**src/rtl/braille_cell_text_player_defines.svh**
```systemverilog
// Assertion macros for the braille cell text player.
`ifndef BRAILLE_CELL_TEXT_PLAYER_DEFINES_SVH
`define BRAILLE_CELL_TEXT_PLAYER_DEFINES_SVH

`ifndef SYNTH
`define BCP_ASSERT_IMPLY(lbl, clk, rst_n, ante, cons) \
    lbl: assert property (@(posedge clk) disable iff (!rst_n) (ante) |-> (cons)) \
        else $error("assertion failed");
`define BCP_ASSERT_NEXT(lbl, clk, rst_n, ante, cons) \
    lbl: assert property (@(posedge clk) disable iff (!rst_n) (ante) |=> (cons)) \
        else $error("assertion failed");
`else
`define BCP_ASSERT_IMPLY(lbl, clk, rst_n, ante, cons)
`define BCP_ASSERT_NEXT(lbl, clk, rst_n, ante, cons)
`endif

`endif

```
**src/rtl/bcp_pkg.sv**
```systemverilog
// Types, constants and dot table shared by the braille cell text player.
package bcp_pkg;

    localparam int FIFO_DEPTH = 64;
    localparam int PTR_W      = $clog2(FIFO_DEPTH);
    localparam int CNT_W      = $clog2(FIFO_DEPTH + 1);

    typedef enum logic [1:0] {
        MODE_BYTE   = 2'd0,
        MODE_TICK   = 2'd1,
        MODE_BUTTON = 2'd2
    } bcp_mode_t;

    typedef enum logic [1:0] {
        ACT_HOLD,
        ACT_CLEAR,
        ACT_POP
    } bcp_act_t;

    typedef struct packed {
        logic [1:0] mode;
        logic [7:0] byte_value;
        logic       button_level;
    } bcp_in_t;

    typedef struct packed {
        logic [5:0]       cell_dots;
        logic [CNT_W-1:0] fifo_count;
        logic             playing;
        logic             dropped;
    } bcp_out_t;

    typedef struct packed {
        logic [CNT_W-1:0] count;
        logic             empty;
        logic             full;
    } bcp_fifo_status_t;

    localparam logic [7:0] CH_A     = 8'h61;
    localparam logic [7:0] CH_Z     = 8'h7A;
    localparam logic [7:0] CH_SPACE = 8'h20;
    localparam logic [7:0] CH_DOT   = 8'h2E;
    localparam logic [7:0] CH_COMMA = 8'h2C;
    localparam logic [7:0] CH_SEMI  = 8'h3B;
    localparam logic [7:0] CH_APOS  = 8'h27;
    localparam logic [7:0] CH_QUEST = 8'h3F;
    localparam logic [7:0] CH_EXCL  = 8'h21;

    localparam logic [5:0] LETTER_DOTS [26] = '{
        6'h01, 6'h03, 6'h09, 6'h19, 6'h11, 6'h0B, 6'h1B, 6'h13, 6'h0A, 6'h1A,
        6'h05, 6'h07, 6'h0D, 6'h1D, 6'h15, 6'h0F, 6'h1F, 6'h17, 6'h0E, 6'h1E,
        6'h25, 6'h27, 6'h3A, 6'h2D, 6'h3D, 6'h35
    };

    function automatic logic [5:0] dots_for(input logic [7:0] ch);
        logic [7:0] offs;
        logic [5:0] dots;
        offs = ch - CH_A;
        if (ch >= CH_A && ch <= CH_Z)
        begin
            dots = LETTER_DOTS[offs[4:0]];
        end
        else
        begin
            case (ch)
                CH_SPACE: dots = 6'h3F;
                CH_DOT:   dots = 6'h32;
                CH_COMMA: dots = 6'h02;
                CH_SEMI:  dots = 6'h06;
                CH_APOS:  dots = 6'h04;
                CH_QUEST: dots = 6'h26;
                CH_EXCL:  dots = 6'h16;
                default:  dots = 6'h00;
            endcase
        end
        return dots;
    endfunction

endpackage

```
**src/rtl/bcp_char_fifo.sv**
```systemverilog
// Character FIFO: synchronous store with pointers, fill count and registered read.
`include "braille_cell_text_player_defines.svh"

module bcp_char_fifo (
    input  logic                      clk,
    input  logic                      rst_n,
    input  logic                      push,
    input  logic [7:0]                push_data,
    input  logic                      pop,
    output logic [7:0]                rd_data,
    output bcp_pkg::bcp_fifo_status_t status
);
    import bcp_pkg::*;

    localparam logic [PTR_W-1:0] PTR_LAST = PTR_W'(FIFO_DEPTH - 1);
    localparam logic [CNT_W-1:0] CNT_FULL = CNT_W'(FIFO_DEPTH);

    logic [7:0]       mem [FIFO_DEPTH];
    logic [7:0]       rd_data_reg;
    logic [PTR_W-1:0] wr_ptr_reg, wr_ptr_next;
    logic [PTR_W-1:0] rd_ptr_reg, rd_ptr_next;
    logic [CNT_W-1:0] count_reg, count_next;

    always_ff @(posedge clk)
    begin
        if (push)
        begin
            mem[wr_ptr_reg] <= push_data;
        end
        if (pop)
        begin
            rd_data_reg <= mem[rd_ptr_reg];
        end
    end

    always_comb
    begin
        wr_ptr_next = wr_ptr_reg;
        rd_ptr_next = rd_ptr_reg;
        count_next  = count_reg;
        if (push)
        begin
            wr_ptr_next = (wr_ptr_reg == PTR_LAST) ? '0 : wr_ptr_reg + PTR_W'(1);
            count_next  = count_reg + CNT_W'(1);
        end
        else if (pop)
        begin
            rd_ptr_next = (rd_ptr_reg == PTR_LAST) ? '0 : rd_ptr_reg + PTR_W'(1);
            count_next  = count_reg - CNT_W'(1);
        end
    end

    always_ff @(posedge clk or negedge rst_n)
    begin
        if (!rst_n)
        begin
            wr_ptr_reg <= '0;
            rd_ptr_reg <= '0;
            count_reg  <= '0;
        end
        else
        begin
            wr_ptr_reg <= wr_ptr_next;
            rd_ptr_reg <= rd_ptr_next;
            count_reg  <= count_next;
        end
    end

    assign rd_data      = rd_data_reg;
    assign status.count = count_reg;
    assign status.empty = (count_reg == '0);
    assign status.full  = (count_reg == CNT_FULL);

    `BCP_ASSERT_IMPLY(a_push_pop_excl, clk, rst_n, push, !pop)
    `BCP_ASSERT_IMPLY(a_no_push_full, clk, rst_n, push, !status.full)
    `BCP_ASSERT_NEXT(a_pop_count, clk, rst_n, pop, count_reg == $past(count_reg) - CNT_W'(1))

endmodule

```
**src/rtl/braille_cell_text_player.sv**
```systemverilog
// Braille cell text player top level: control, display stage and output register.
// Accepted items pass through stage 1 (with the FIFO read), then the output register.
// Throughput: one item per cycle unless the output stalls; the character store read
// feeds the two-stage pipeline, and a stalled result holds the display stage behind it.
// Reset (rst_n, async low): FIFO empty, cell blank, playing, active level low,
// last button sample high. The character store is not cleared.
`include "braille_cell_text_player_defines.svh"

module braille_cell_text_player (
    input  logic              clk,
    input  logic              rst_n,
    input  logic              req_valid,
    output logic              req_ready,
    input  bcp_pkg::bcp_in_t  req_item,
    output logic              rsp_valid,
    input  logic              rsp_ready,
    output bcp_pkg::bcp_out_t rsp_item,
    input  logic              cfg_valid,
    output logic              cfg_ready,
    input  logic              cfg_data
);
    import bcp_pkg::*;

    logic             accept;
    logic             s1_advance;
    logic             push, pop, drop;
    bcp_act_t         act;
    logic [7:0]       rd_data;
    bcp_fifo_status_t fifo_st;
    logic [CNT_W-1:0] count_after;

    logic             active_reg;
    logic             last_btn_reg, last_btn_next;
    logic             play_reg, play_next;
    logic [5:0]       shown_reg, shown_next;

    logic             s1_valid_reg;
    bcp_act_t         s1_act_reg;
    logic [CNT_W-1:0] s1_count_reg;
    logic             s1_play_reg;
    logic             s1_drop_reg;

    logic             out_valid_reg;
    bcp_out_t         out_item_reg;

    bcp_char_fifo u_fifo (
        .clk       (clk),
        .rst_n     (rst_n),
        .push      (push),
        .push_data (req_item.byte_value),
        .pop       (pop),
        .rd_data   (rd_data),
        .status    (fifo_st)
    );

    assign s1_advance = s1_valid_reg && (!out_valid_reg || rsp_ready);
    assign req_ready  = !s1_valid_reg || !out_valid_reg || rsp_ready;
    assign accept     = req_valid && req_ready;
    assign cfg_ready  = 1'b1;

    always_comb
    begin
        push          = 1'b0;
        pop           = 1'b0;
        drop          = 1'b0;
        act           = ACT_HOLD;
        last_btn_next = last_btn_reg;
        play_next     = play_reg;
        if (accept)
        begin
            case (req_item.mode)
                MODE_BYTE:
                begin
                    if (req_item.byte_value != 8'h00)
                    begin
                        if (fifo_st.full)
                        begin
                            drop = 1'b1;
                        end
                        else
                        begin
                            push = 1'b1;
                        end
                    end
                end
                MODE_TICK:
                begin
                    if (play_reg)
                    begin
                        if (fifo_st.empty)
                        begin
                            act = ACT_CLEAR;
                        end
                        else
                        begin
                            pop = 1'b1;
                            act = ACT_POP;
                        end
                    end
                end
                MODE_BUTTON:
                begin
                    last_btn_next = req_item.button_level;
                    if ((req_item.button_level != active_reg) && (last_btn_reg == active_reg))
                    begin
                        play_next = !play_reg;
                        if (play_reg)
                        begin
                            act = ACT_CLEAR;
                        end
                    end
                end
                default:
                begin
                    act = ACT_HOLD;
                end
            endcase
        end
        if (push)
        begin
            count_after = fifo_st.count + CNT_W'(1);
        end
        else if (pop)
        begin
            count_after = fifo_st.count - CNT_W'(1);
        end
        else
        begin
            count_after = fifo_st.count;
        end
    end

    always_comb
    begin
        case (s1_act_reg)
            ACT_POP:   shown_next = dots_for(rd_data);
            ACT_CLEAR: shown_next = '0;
            default:   shown_next = shown_reg;
        endcase
    end

    always_ff @(posedge clk or negedge rst_n)
    begin
        if (!rst_n)
        begin
            active_reg    <= 1'b0;
            last_btn_reg  <= 1'b1;
            play_reg      <= 1'b1;
            shown_reg     <= '0;
            s1_valid_reg  <= 1'b0;
            out_valid_reg <= 1'b0;
        end
        else
        begin
            if (cfg_valid && cfg_ready)
            begin
                active_reg <= cfg_data;
            end
            last_btn_reg <= last_btn_next;
            play_reg     <= play_next;
            if (s1_advance)
            begin
                shown_reg <= shown_next;
            end
            if (accept)
            begin
                s1_valid_reg <= 1'b1;
            end
            else if (s1_advance)
            begin
                s1_valid_reg <= 1'b0;
            end
            if (s1_advance)
            begin
                out_valid_reg <= 1'b1;
            end
            else if (rsp_ready)
            begin
                out_valid_reg <= 1'b0;
            end
        end
    end

    always_ff @(posedge clk)
    begin
        if (accept)
        begin
            s1_act_reg   <= act;
            s1_count_reg <= count_after;
            s1_play_reg  <= play_next;
            s1_drop_reg  <= drop;
        end
        if (s1_advance)
        begin
            out_item_reg.cell_dots  <= shown_next;
            out_item_reg.fifo_count <= s1_count_reg;
            out_item_reg.playing    <= s1_play_reg;
            out_item_reg.dropped    <= s1_drop_reg;
        end
    end

    assign rsp_valid = out_valid_reg;
    assign rsp_item  = out_item_reg;

    `BCP_ASSERT_NEXT(a_s1_hold, clk, rst_n, s1_valid_reg && out_valid_reg && !rsp_ready && !accept, s1_valid_reg && $stable(s1_act_reg))
    `BCP_ASSERT_IMPLY(a_drop_full, clk, rst_n, rsp_valid && rsp_item.dropped, rsp_item.fifo_count == CNT_W'(FIFO_DEPTH))
    `BCP_ASSERT_IMPLY(a_pause_blank, clk, rst_n, rsp_valid && !rsp_item.playing, rsp_item.cell_dots == 6'h00)

endmodule

```
**config.mk**
```make
export PLATFORM = sky130hd
export DESIGN_NAME = braille_cell_text_player
export DESIGN_NICKNAME = d
export VERILOG_FILES = /design/src/rtl/bcp_pkg.sv /design/src/rtl/bcp_char_fifo.sv /design/src/rtl/braille_cell_text_player.sv
export VERILOG_INCLUDE_DIRS = /design/src /design/src/rtl
export SDC_FILE = /design/constraint.sdc
export NUM_CORES = 1
export LEC_CHECK = 0
export BUFFER_PORTS_ARGS = -buffer_cell sky130_fd_sc_hd__buf_2
export CAP_MARGIN = 20
export CORE_ASPECT_RATIO = 1.1
export CORE_UTILIZATION = 55
export CTS_BUF_LIST = sky130_fd_sc_hd__clkbuf_4
export CTS_CLUSTER_DIAMETER = 150
export DETAILED_ROUTE_END_ITERATION = 16
export MAX_ROUTING_LAYER = met4
export PLACE_DENSITY = 0.81
export SETUP_SLACK_MARGIN = 0.4
export SLEW_MARGIN = 5
export SYNTH_ARGS = -nofsm -noshare
export SYNTH_HDL_FRONTEND = slang
export SYNTH_HIERARCHICAL = 1
export SYNTH_SLANG_ARGS = --single-unit
export TNS_END_PERCENT = 10
```
**constraint.sdc**
```tcl
create_clock -name clk -period 3.4 [get_ports clk]
set_input_delay 0.34 -clock clk [delete_from_list [all_inputs] [get_ports clk]]
set_output_delay 0.34 -clock clk [all_outputs]
set_load 0.01 [all_outputs]
```
# Word level (Yosys, flattened, before mapping)
# Memories as Yosys holds them, arrays and structs flattened. A register that Yosys moved wholly into a read port is not among the register bits.
# Index checks and enable logic that the tools add are counted.
# classes
mux,32
n_reduce_logical,18
magnitude_cmp,3
eq_ne,16
n_addsub,5
bitwise,2
# ops
op,n
== test 8 x 6 -> 1 bit (second input constant),7
one-hot mux 6 bit (7 select lines),1
two-way mux 6 bit,5
two-way mux 1 bit,20
two-way mux 7 bit,2
adder 6 x 1 -> 6 bit (second input constant),2
== test 6 bit (second input constant),2
one-hot mux 6 bit (2 select lines),1
>= comparator 8 x 7 -> 1 bit (second input constant),1
less-or-equal comparator 8 x 7 -> 1 bit (second input constant),1
nonzero test 8 bit,1
adder 7 x 1 -> 7 bit (second input constant),1
== test 7 bit (second input constant),1
zero test 7 bit,1
subtractor 7 x 1 -> 7 bit (second input constant),1
>= comparator 6 bit (second input constant),1
inverter 5 -> 6 bit,1
AND reduction 2 bit,3
subtractor 5 x 1 -> 5 bit (second input constant),1
== test 2 x 1 -> 1 bit (second input constant),2
== test 2 bit (second input constant),2
logical AND 1 bit,4
two-way mux 2 bit,2
one-hot mux 2 bit (2 select lines),1
other kinds (7),12
# totals
mem_bits_ro,192
inputBits,17
ram_bits,512
ff_bits,56
n_memories,2
# mem_list
memory,depth,width,read_ports,rd_clocked_by_memory_dff,wr,line_no,source
u_fifo.mem,64,8,1,1,1,bcp_char_fifo.sv:18,logic [7:0] mem [FIFO_DEPTH];
(no name shown),32,6,1,0,0,bcp_pkg.sv:61,dots = LETTER_DOTS[offs[4:0]];

# Longest topological paths before layout
# Gate-level depths: netlist (run 1).
# logic_depth
depth_word,7
mapped_depth,15

# Cells and area by module
# The synthesis (run 1) kept the hierarchy.
# modules_own_cells
mod,seq_area_each_um2,instances,cells_each,area_each_um2
bcp_char_fifo,16090.4,1,1031,21107.7
braille_cell_text_player,1058.5,1,254,2418.6

# Worst setup path after synthesis (run 1)
# OpenSTA, ideal clock, no wires.
# synth_timing
path_type,reg2reg
start,register out_valid_reg (netlist: rsp_valid)
end,"memory u_fifo.mem[48][0], enable pin"
path_buffers,2
arrival_time_ns,3.038
stages_incl_launch_ff,11
slack_ns,-0.021
path_cell_list,dfrtp_1 > nand3b_1 > and2_1 > clkbuf_1 > nand2_1 > inv_2 > clkbuf_1 > inv_1 > nor2_1 > nand3_1 > nor3_1
# synth_between
elab_chain_len,7
# synth_rtl
element,line_no,source
start: declaration,braille_cell_text_player.sv:43,logic out_valid_reg;
start signal: assignment,braille_cell_text_player.sv:151,out_valid_reg <= 1'b0;
start signal: assignment,braille_cell_text_player.sv:175,out_valid_reg <= 1'b1;
start signal: assignment,braille_cell_text_player.sv:179,out_valid_reg <= 1'b0;
zero test 1 bit,braille_cell_text_player.sv:57,assign req_ready = !s1_valid_reg || !out_valid_reg || rsp_ready;
logical OR 1 bit (2 in a row),braille_cell_text_player.sv:57,
via req_ready,braille_cell_text_player.sv:13,"output logic req_ready,"
logical AND 1 bit,braille_cell_text_player.sv:58,assign accept = req_valid && req_ready;
via accept,braille_cell_text_player.sv:24,logic accept;
two-way mux 1 bit,braille_cell_text_player.sv:69,if (accept)
via push,braille_cell_text_player.sv:26,"logic push, pop, drop;"
two-way mux 1 bit,bcp_char_fifo.sv:26,if (push)
two-way mux 1 bit (implied by the code),bcp_char_fifo.sv:28,mem[wr_ptr_reg] <= push_data;
end: declaration,bcp_char_fifo.sv:18,
# The timed path passes the listed nets, and every way through them passes these cells.

==> reports/qor.log, run 1 <==
[run_status] result of the run finished, final reports clean
[layout] NumNets Final 1,506
[layout] Largest register FFs 512
[critical_path] critical register-to-register path endpoint u_fifo/mem[26][5]$_DFFE_PP_
[place] Port Buffer Count 33
[layout] fraction of layout cells with a size suffix above 1 0.3207
[yosys] total number of yosys warnings 6
[floorplan] Initial Util 0.5574
[critical_path] FF-to-FF Start u_fifo/count_reg[1]$_DFFE_PN0P_
[global_route] antenna violations before repair 1
[floorplan] Total Die Area 43,610 sq um
[detailed_routing] remaining antenna violation count 0
[yosys] most numerous cell in the Yosys netlist sky130_fd_sc_hd__edfxtp_1
[yosys] post-synth top area share 0.6969
[critical_path] startpoint types flip-flop
[clock_tree] level count of the clock H-tree 4
[yosys] top cells by area in the synthesized netlist sky130_fd_sc_hd__edfxtp_1, sky130_fd_sc_hd__mux4_2, sky130_fd_sc_hd__dfrtp_1
[detailed_routing] number of detailed-routing iterations run before antenna repair 6
[timing] share of the clock period used by the worst path after layout 0.9076
[timing] final count of negative-setup-slack endpoints 0
[floorplan] Chip Width 199.2 um
[timing] Sum Neg Setup Slack 0 ns
[floorplan] core area 42,210 sq um
[global_route] number of global-route vias before repair 13,070
[run] number of maximum-capacitance constraint violations 0
[clock_tree] number of CTS-inserted buffers 134
[yosys] Post-synth top flop sky130_fd_sc_hd__edfxtp_1
[power_and_ir_drop] Leak Pwr 8.778 nW
[power_and_ir_drop] power density over the cells 695.7 nW/um^2
[place] placed instance count 1,882
[timing] final-layout worst hold slack 0.1393 ns
[global_route] maximum number of pins on one net before global-route repair 65
[floorplan] overall die height 218.9 um
[critical_path] required time worst endpoint 3.87 ns
[clock_tree] clock-pin transition on the worst setup and hold timing paths 0.08 ns
[detailed_routing] DR vias 13,090
[global_route] first-pass GRT wire length 78.41 mm
[timing] worst clock skew on the final layout 0.06209 ns
[clock_tree] TritonCTS clock tree built
[detailed_routing] starting DRC count in detailed routing 1,518
[yosys] list of most frequent post-synthesis cells sky130_fd_sc_hd__edfxtp_1, sky130_fd_sc_hd__mux4_2, sky130_fd_sc_hd__nor2_1, sky130_fd_sc_hd__nand2_1, sky130_fd_sc_hd__a22oi_1
[yosys] Syn Std Cell Area 23,530 sq um
[detailed_routing] Wirelength per Cell 24.52 um
[yosys] synthesized area per cell 18.31 sq um
[clock_tree] number of clock sinks 576
[global_route] gr ovfl total 0
[timing] RSZ-0062 raised after global routing true
[detailed_routing] via density per instance 6.154
[detailed_routing] Residual DRC 0
[min_path] worst hold path type primary input to asynchronous set/reset pin
[critical_path] top fanout value on the critical path 8
[yosys] number of distinct library cells after synthesis 71
[detailed_routing] aggregate routed wire length 52.14 mm
[yosys] share of flip-flops with an asynchronous set or reset 0.05208
[timing] final critical delay including setup and external delays 3.086 ns
[layout] Finished Layout Cells 2,127
[power_and_ir_drop] peak supply drop 0.0003184 V
[timing] Max Clk Rate 0.3241 GHz
[timing] transition time at the pin with the least slew margin 0.8734 ns
[yosys] post-synthesis cell type with the largest combined area sky130_fd_sc_hd__edfxtp_1
[global_route] overall track demand over capacity in global routing 0.2552
[critical_path] CP arrival 3.55 ns
[timing] count of final max-slew check failures 0
[layout] synthesis-to-finish area growth 13.46%
[yosys] Syn Nets 1,324
[critical_path] critical path class flip-flop to flip-flop
[timing] final hold violation count 0
[floorplan] Site Rows 79
[yosys] number of enable flip-flop cells after synthesis 546
[clock_tree] worst skew pair latency 0.85 ns
[clock_tree] largest buffer count on any clock path 3
[floorplan] count of pins on the block boundary 35
[critical_path] cells on worst reg2reg path 11
[yosys] cell count after synthesis 1,285
[yosys] flop and latch count out of synthesis 576
[place] RePlAce Congestion 0.8865
[place] Detailed Place HPWL 32.38 mm
[yosys] fraction of the yosys area taken by sequential cells 0.7289
[critical_path] Worst R2R Setup Slack 0.31 ns
[timing] Slew HR 0.4156
[critical_path] Setup crit end kind flip-flop
[clock_tree] CTS Root Cell sky130_fd_sc_hd__clkbuf_4
worst max-delay path, stage by stage, from the launching register on:
cell,delay [ns]
sky130_fd_sc_hd__dfrtp_1,0.48
sky130_fd_sc_hd__nor2_1,0.10
sky130_fd_sc_hd__and3_1,0.20
sky130_fd_sc_hd__a211oi_2,0.24
sky130_fd_sc_hd__nand2_1,0.12
sky130_fd_sc_hd__inv_2,0.10
sky130_fd_sc_hd__inv_1,0.06
sky130_fd_sc_hd__buf_4,0.16
sky130_fd_sc_hd__nor2_1,0.36
sky130_fd_sc_hd__nand2_1,0.10
sky130_fd_sc_hd__buf_4,0.22
sky130_fd_sc_hd__nor2_1,0.59
worst max-delay path by stage:
| stage | startpoint | slack [ns] | endpoint | cells after the start |
|---|---|---|---|---|
| 4_1_cts | u_fifo/rd_ptr_reg[2]$_DFFE_PN0P_ | 0.19 | u_fifo/rd_data[4]$_DFFE_PP_ | 7 |
| 3_3_place_gp | req_item[2] | 0.13 | u_fifo/mem[63][0]$_DFFE_PP_ | 10 |
| 2_1_floorplan | u_fifo/count_reg[2]$_DFFE_PN0P_ | 0.33 | u_fifo/mem[44][0]$_DFFE_PP_ | 10 |
| 3_5_place_dp | req_item[2] | 0.03 | u_fifo/mem[31][4]$_DFFE_PP_ | 10 |
| 6_report | u_fifo/count_reg[1]$_DFFE_PN0P_ | 0.31 | u_fifo/mem[26][5]$_DFFE_PP_ | 11 |
| 5_1_grt | u_fifo/count_reg[1]$_DFFE_PN0P_ | 0.16 | u_fifo/mem[43][6]$_DFFE_PP_ | 10 |
cell families after synthesis:
kind of cell / after synthesis / synth area share
compound gates: 174 / 0.05223
xor+xnor: 17 / 0.006329
fa+ha+maj: 22 / 0.01202
buf+inv: 94 / 0.02117
flops: 576 / 0.7289
mux: 150 / 0.1295
other cells: 1 / 0.0001594
simple gates: 251 / 0.04967
cell usage in the layout (no fill, tap or decap), types with 7 or more instances in the layout:
cell type	netlist	final
sky130_fd_sc_hd__dfrtp_1	28	26
sky130_fd_sc_hd__a31oi_1	7	7
sky130_fd_sc_hd__o21ai_1	13	13
sky130_fd_sc_hd__buf_12	3	14
sky130_fd_sc_hd__mux2i_1	22	22
sky130_fd_sc_hd__mux4_2	119	119
sky130_fd_sc_hd__edfxtp_1	546	546
sky130_fd_sc_hd__nor2_2	0	33
sky130_fd_sc_hd__inv_1	19	19
sky130_fd_sc_hd__nor2_4	0	7
sky130_fd_sc_hd__o21ai_0	21	21
sky130_fd_sc_hd__clkinv_1	0	24
sky130_fd_sc_hd__a21oi_1	25	25
sky130_fd_sc_hd__nand2b_1	14	14
sky130_fd_sc_hd__a22oi_1	40	40
sky130_fd_sc_hd__clkbuf_4	0	191
sky130_fd_sc_hd__dlygate4sd3_1	0	11
sky130_fd_sc_hd__buf_4	7	59
sky130_fd_sc_hd__o221ai_1	7	7
sky130_fd_sc_hd__nor2b_1	13	11
sky130_fd_sc_hd__nor3_1	12	10
sky130_fd_sc_hd__nor2_1	88	48
sky130_fd_sc_hd__nand2_1	72	72
sky130_fd_sc_hd__nand3_1	16	15
sky130_fd_sc_hd__xnor2_1	13	13
sky130_fd_sc_hd__ha_1	21	20
sky130_fd_sc_hd__a221oi_1	12	12
sky130_fd_sc_hd__buf_2	13	33
stage by stage:
step                      cell area (sq um)    util  setup WS, ns  power (mW)
after floorplan                       23540       -        0.3329       11.66
after global placement                24710  0.5854        0.1348       13.12
after detailed placement              24710  0.5854       0.03407       13.24
after CTS                             26490  0.6277        0.1893       18.55
after global routing                  26690  0.6324        0.1575       19.32
final                                 26690  0.6324        0.3141       18.57
where the power goes:
group          switching [mW]  leakage, nW  internal, mW
logic                    2.56         2.48          2.38
clock network            2.56        0.986          2.74
registers               0.321         5.31          8.00
total                    5.45         8.78          13.1
timing repair:
item,CTS,global route
hold buffers,11,0
resized for setup,7,45
endpoints found under the hold margin,38,0
gates cloned,0,0
endpoints found under the setup margin,280,513
buffers inserted,0,5
layout make-up:
| type | instances | area (sq um) |
|---|---|---|
| sequential | 576 | 17160 |
| fill | 2807 | 15510 |
| multi-input combinational | 615 | 6062 |
| clock buffer | 191 | 1434 |
| timing repair buffer | 118 | 1023 |
| tap | 567 | 709.4 |
| clock inverter | 37 | 222.7 |
| inverter | 22 | 82.58 |
| antenna | 1 | 2.502 |
per-layer routing:
metal / part of all wire / global-route usage / wire [um] / vias to the layer above
li1: - / - / - / 5650
met1: 0.38 / 0.3308 / 19870 / 6535
met2: 0.49 / 0.3905 / 25680 / 781
met3: 0.096 / 0.06070 / 5000 / 123
met4: 0.031 / 0.1056 / 1594 / 0
met5: 0 / - / 0 / -
No activity file was read; power rests on OpenSTA's default activity.
==> run 2, diff against run 1 <==
Settings changed: PLACE_DENSITY 0.81 to 0.74.
==> reports/qor.log, run 2 (same netlist as run 1, synthesis figures left out) <==
[clock_tree] number of clock sinks 576
[timing] final-layout worst hold slack 0.1032 ns
[timing] share of the clock period used by the worst path after layout 0.8727
[power_and_ir_drop] clock power share 0.304
[timing] final critical delay including setup and external delays 2.967 ns
[timing] Slew HR 0.3657
[critical_path] count of cell instances traversed by the critical path 10
[critical_path] critical register-to-register path endpoint u_fifo/mem[20][3]$_DFFE_PP_
[clock_tree] worst skew pair latency 0.85 ns
[power_and_ir_drop] switching fraction of total power 0.2847
[critical_path] CP arrival 3.49 ns
[min_path] worst hold path type primary input to flip-flop
[floorplan] Initial Util 0.5574
[timing] count of final max-slew check failures 0
[power_and_ir_drop] Comb power frac 0.244
[floorplan] overall die height 218.9 um
[critical_path] top fanout value on the critical path 9
[critical_path] required time worst endpoint 3.93 ns
[floorplan] Total Die Area 43,610 sq um
[critical_path] cells on worst reg2reg path 10
[critical_path] crit-path max cell delay 0.47 ns
[layout] synthesis-to-finish area growth 14.06%
[detailed_routing] number of detailed-routing iterations run before antenna repair 8
[global_route] antenna violations before repair 3
[critical_path] Worst R2R Setup Slack 0.43 ns
[floorplan] Site Rows 79
[global_route] gr ovfl total 0
[clock_tree] number of CTS-inserted buffers 138
[detailed_routing] Residual DRC 0
[detailed_routing] remaining antenna violation count 0
[critical_path] FF-to-FF Start u_fifo/count_reg[5]$_DFFE_PN0P_
[critical_path] crit path buf inv count 3
[clock_tree] clock-pin transition on the worst setup and hold timing paths 0.06 ns
[min_path] Worst Hold Launch req_item[10]
[critical_path] Critical Path, Cell by Cell nor4_2 > and3_1 > a211oi_2 > nand2_1 > inv_4 > buf_4 > and2_1 > nand2_1 > nor2_1 > buf_4
[run_status] result of the run finished, final reports clean
[clock_tree] TritonCTS clock tree built
[power_and_ir_drop] share of power burned in registers 0.451
[layout] NumNets Final 1,542
[clock_tree] CTS Root Cell sky130_fd_sc_hd__clkbuf_4
[min_path] hold worst-path end last_btn_reg$_DFFE_PN1P_
[critical_path] CP max-delay cell sky130_fd_sc_hd__dfrtp_1
[power_and_ir_drop] peak supply drop 0.0004839 V
[critical_path] family with the most delay on the worst path simple AND/OR/NAND/NOR gates
[power_and_ir_drop] Switching Power 5.270 mW
[global_route] first-pass GRT wire length 77.58 mm
[detailed_routing] starting DRC count in detailed routing 1,262
[detailed_routing] aggregate routed wire length 51.25 mm
[global_route] maximum number of pins on one net before global-route repair 65
[floorplan] core area 42,210 sq um
[timing] Sum Neg Setup Slack 0 ns
[critical_path] Setup crit end kind flip-flop
[detailed_routing] DR vias 12,940
[run] number of maximum-capacitance constraint violations 0
[timing] final count of negative-setup-slack endpoints 0
[power_and_ir_drop] Leak Pwr 9.006 nW
[timing] transition time at the pin with the least slew margin 0.9471 ns
[critical_path] critical path class flip-flop to flip-flop
[clock_tree] level count of the clock H-tree 4
[min_path] worst hold stages 4
[place] Port Buffer Count 33
[floorplan] count of pins on the block boundary 35
[layout] fraction of layout cells with a size suffix above 1 0.3260
[timing] RSZ-0062 raised after global routing true
[critical_path] startpoint types flip-flop
[detailed_routing] via density per instance 5.956
[global_route] overall track demand over capacity in global routing 0.2546
[detailed_routing] Wirelength per Cell 23.60 um
[layout] commonest non-fill, non-tap cell in the layout sky130_fd_sc_hd__edfxtp_1
[place] Detailed Place HPWL 31.75 mm
[power_and_ir_drop] power density over the cells 689.7 nW/um^2
[layout] Largest register FFs 512
[layout] leading cell types in the layout, fill and taps excluded sky130_fd_sc_hd__edfxtp_1, sky130_fd_sc_hd__clkbuf_4, sky130_fd_sc_hd__mux4_2, sky130_fd_sc_hd__buf_4, sky130_fd_sc_hd__nor2_1
[timing] final hold violation count 0
[power_and_ir_drop] total internal power 13.24 mW
[timing] worst clock skew on the final layout 0.04723 ns
[layout] final standard cell utilization of the core 0.6358
[clock_tree] largest buffer count on any clock path 3
[place] RePlAce Congestion 0.8718
[floorplan] Chip Width 199.2 um
[global_route] number of global-route vias before repair 13,220
[timing] Max Clk Rate 0.3370 GHz
-- run 2: changes by cell type in the layout (fill, tap and decap cells not counted), moves of 4 or more --
cell,previous run,this run
sky130_fd_sc_hd__buf_12,14,6
sky130_fd_sc_hd__buf_4,59,104
sky130_fd_sc_hd__clkbuf_4,191,206
sky130_fd_sc_hd__clkinv_1,24,18
sky130_fd_sc_hd__clkinv_4,5,0
sky130_fd_sc_hd__clkinvlp_4,1,5
sky130_fd_sc_hd__dlygate4sd3_1,11,7
sky130_fd_sc_hd__nor2_1,48,87
sky130_fd_sc_hd__nor2_2,33,1
sky130_fd_sc_hd__nor2_4,7,0
-- run 2: worst max path at each step --
stage               slack (ns)                            start                               to
global route              0.29  u_fifo/count_reg[5]$_DFFE_PN0P_  u_fifo/count_reg[6]$_DFFE_PN0P_
detailed placement        0.08                      req_item[2]      u_fifo/mem[59][0]$_DFFE_PP_
floorplan                 0.33  u_fifo/count_reg[2]$_DFFE_PN0P_      u_fifo/mem[44][0]$_DFFE_PP_
global placement          0.13                      req_item[2]      u_fifo/mem[59][0]$_DFFE_PP_
finish                    0.43  u_fifo/count_reg[5]$_DFFE_PN0P_      u_fifo/mem[20][3]$_DFFE_PP_
CTS                       0.42  u_fifo/count_reg[5]$_DFFE_PN0P_  u_fifo/count_reg[6]$_DFFE_PN0P_
-- run 2: power groups by stage --
stage                     Clock [mW]  Sequential (mW)  Combinational [mW]
after floorplan                    0             8.28                3.37
after global placement             0             8.48                4.42
after detailed placement           0             8.49                4.48
after CTS                       5.77             8.34                4.51
after global routing            6.11             8.38                4.84
final                           5.63             8.35                4.52
-- run 2: metrics by stage --
step                      cell area (sq um)  cells  setup WS [ns]  power, mW
after detailed placement              24900   1919        0.07710      12.97
after global placement                24900   1919         0.1329      12.90
after global routing                  26830   2171         0.2873      19.34
after CTS                             26810   2168         0.4163      18.63
after floorplan                       23540   1285         0.3329      11.66
final                                 26830   2172         0.4329      18.51
-- run 2: timing repair --
item                       CTS  global route
hold buffers                 7             0
buffers inserted             4             0
hold endpoints to repair    36             0
pin swaps                    1             0
resized for setup            7             5
setup endpoints to repair  237           203
-- run 2: area by class of cell --
class | count | area, sq um
sequential | 576 | 17160
fill | 2907 | 15370
multi-input combinational | 615 | 5943
clock buffer | 206 | 1546
timing repair buffer | 150 | 1136
tap | 567 | 709.4
clock inverter | 32 | 242.7
inverter | 22 | 88.84
antenna | 4 | 10.01
-- run 2: layer usage --
metal / share of wire / vias to the layer above / track usage
met4: 0.029 / 0 / 0.1136
met2: 0.50 / 561 / 0.3848
met3: 0.083 / 103 / 0.07208
met1: 0.39 / 6547 / 0.3226
met5: 0 / - / -
li1: - / 5725 / -
-- run 2: worst reg2reg max path, stage by stage (launching register included) --
cell and delay [ns]:
sky130_fd_sc_hd__dfrtp_1 0.47, sky130_fd_sc_hd__nor4_2 0.09, sky130_fd_sc_hd__and3_1 0.21, sky130_fd_sc_hd__a211oi_2 0.24
sky130_fd_sc_hd__nand2_1 0.16, sky130_fd_sc_hd__inv_4 0.13, sky130_fd_sc_hd__buf_4 0.17, sky130_fd_sc_hd__and2_1 0.24
sky130_fd_sc_hd__nand2_1 0.38, sky130_fd_sc_hd__nor2_1 0.35, sky130_fd_sc_hd__buf_4 0.22
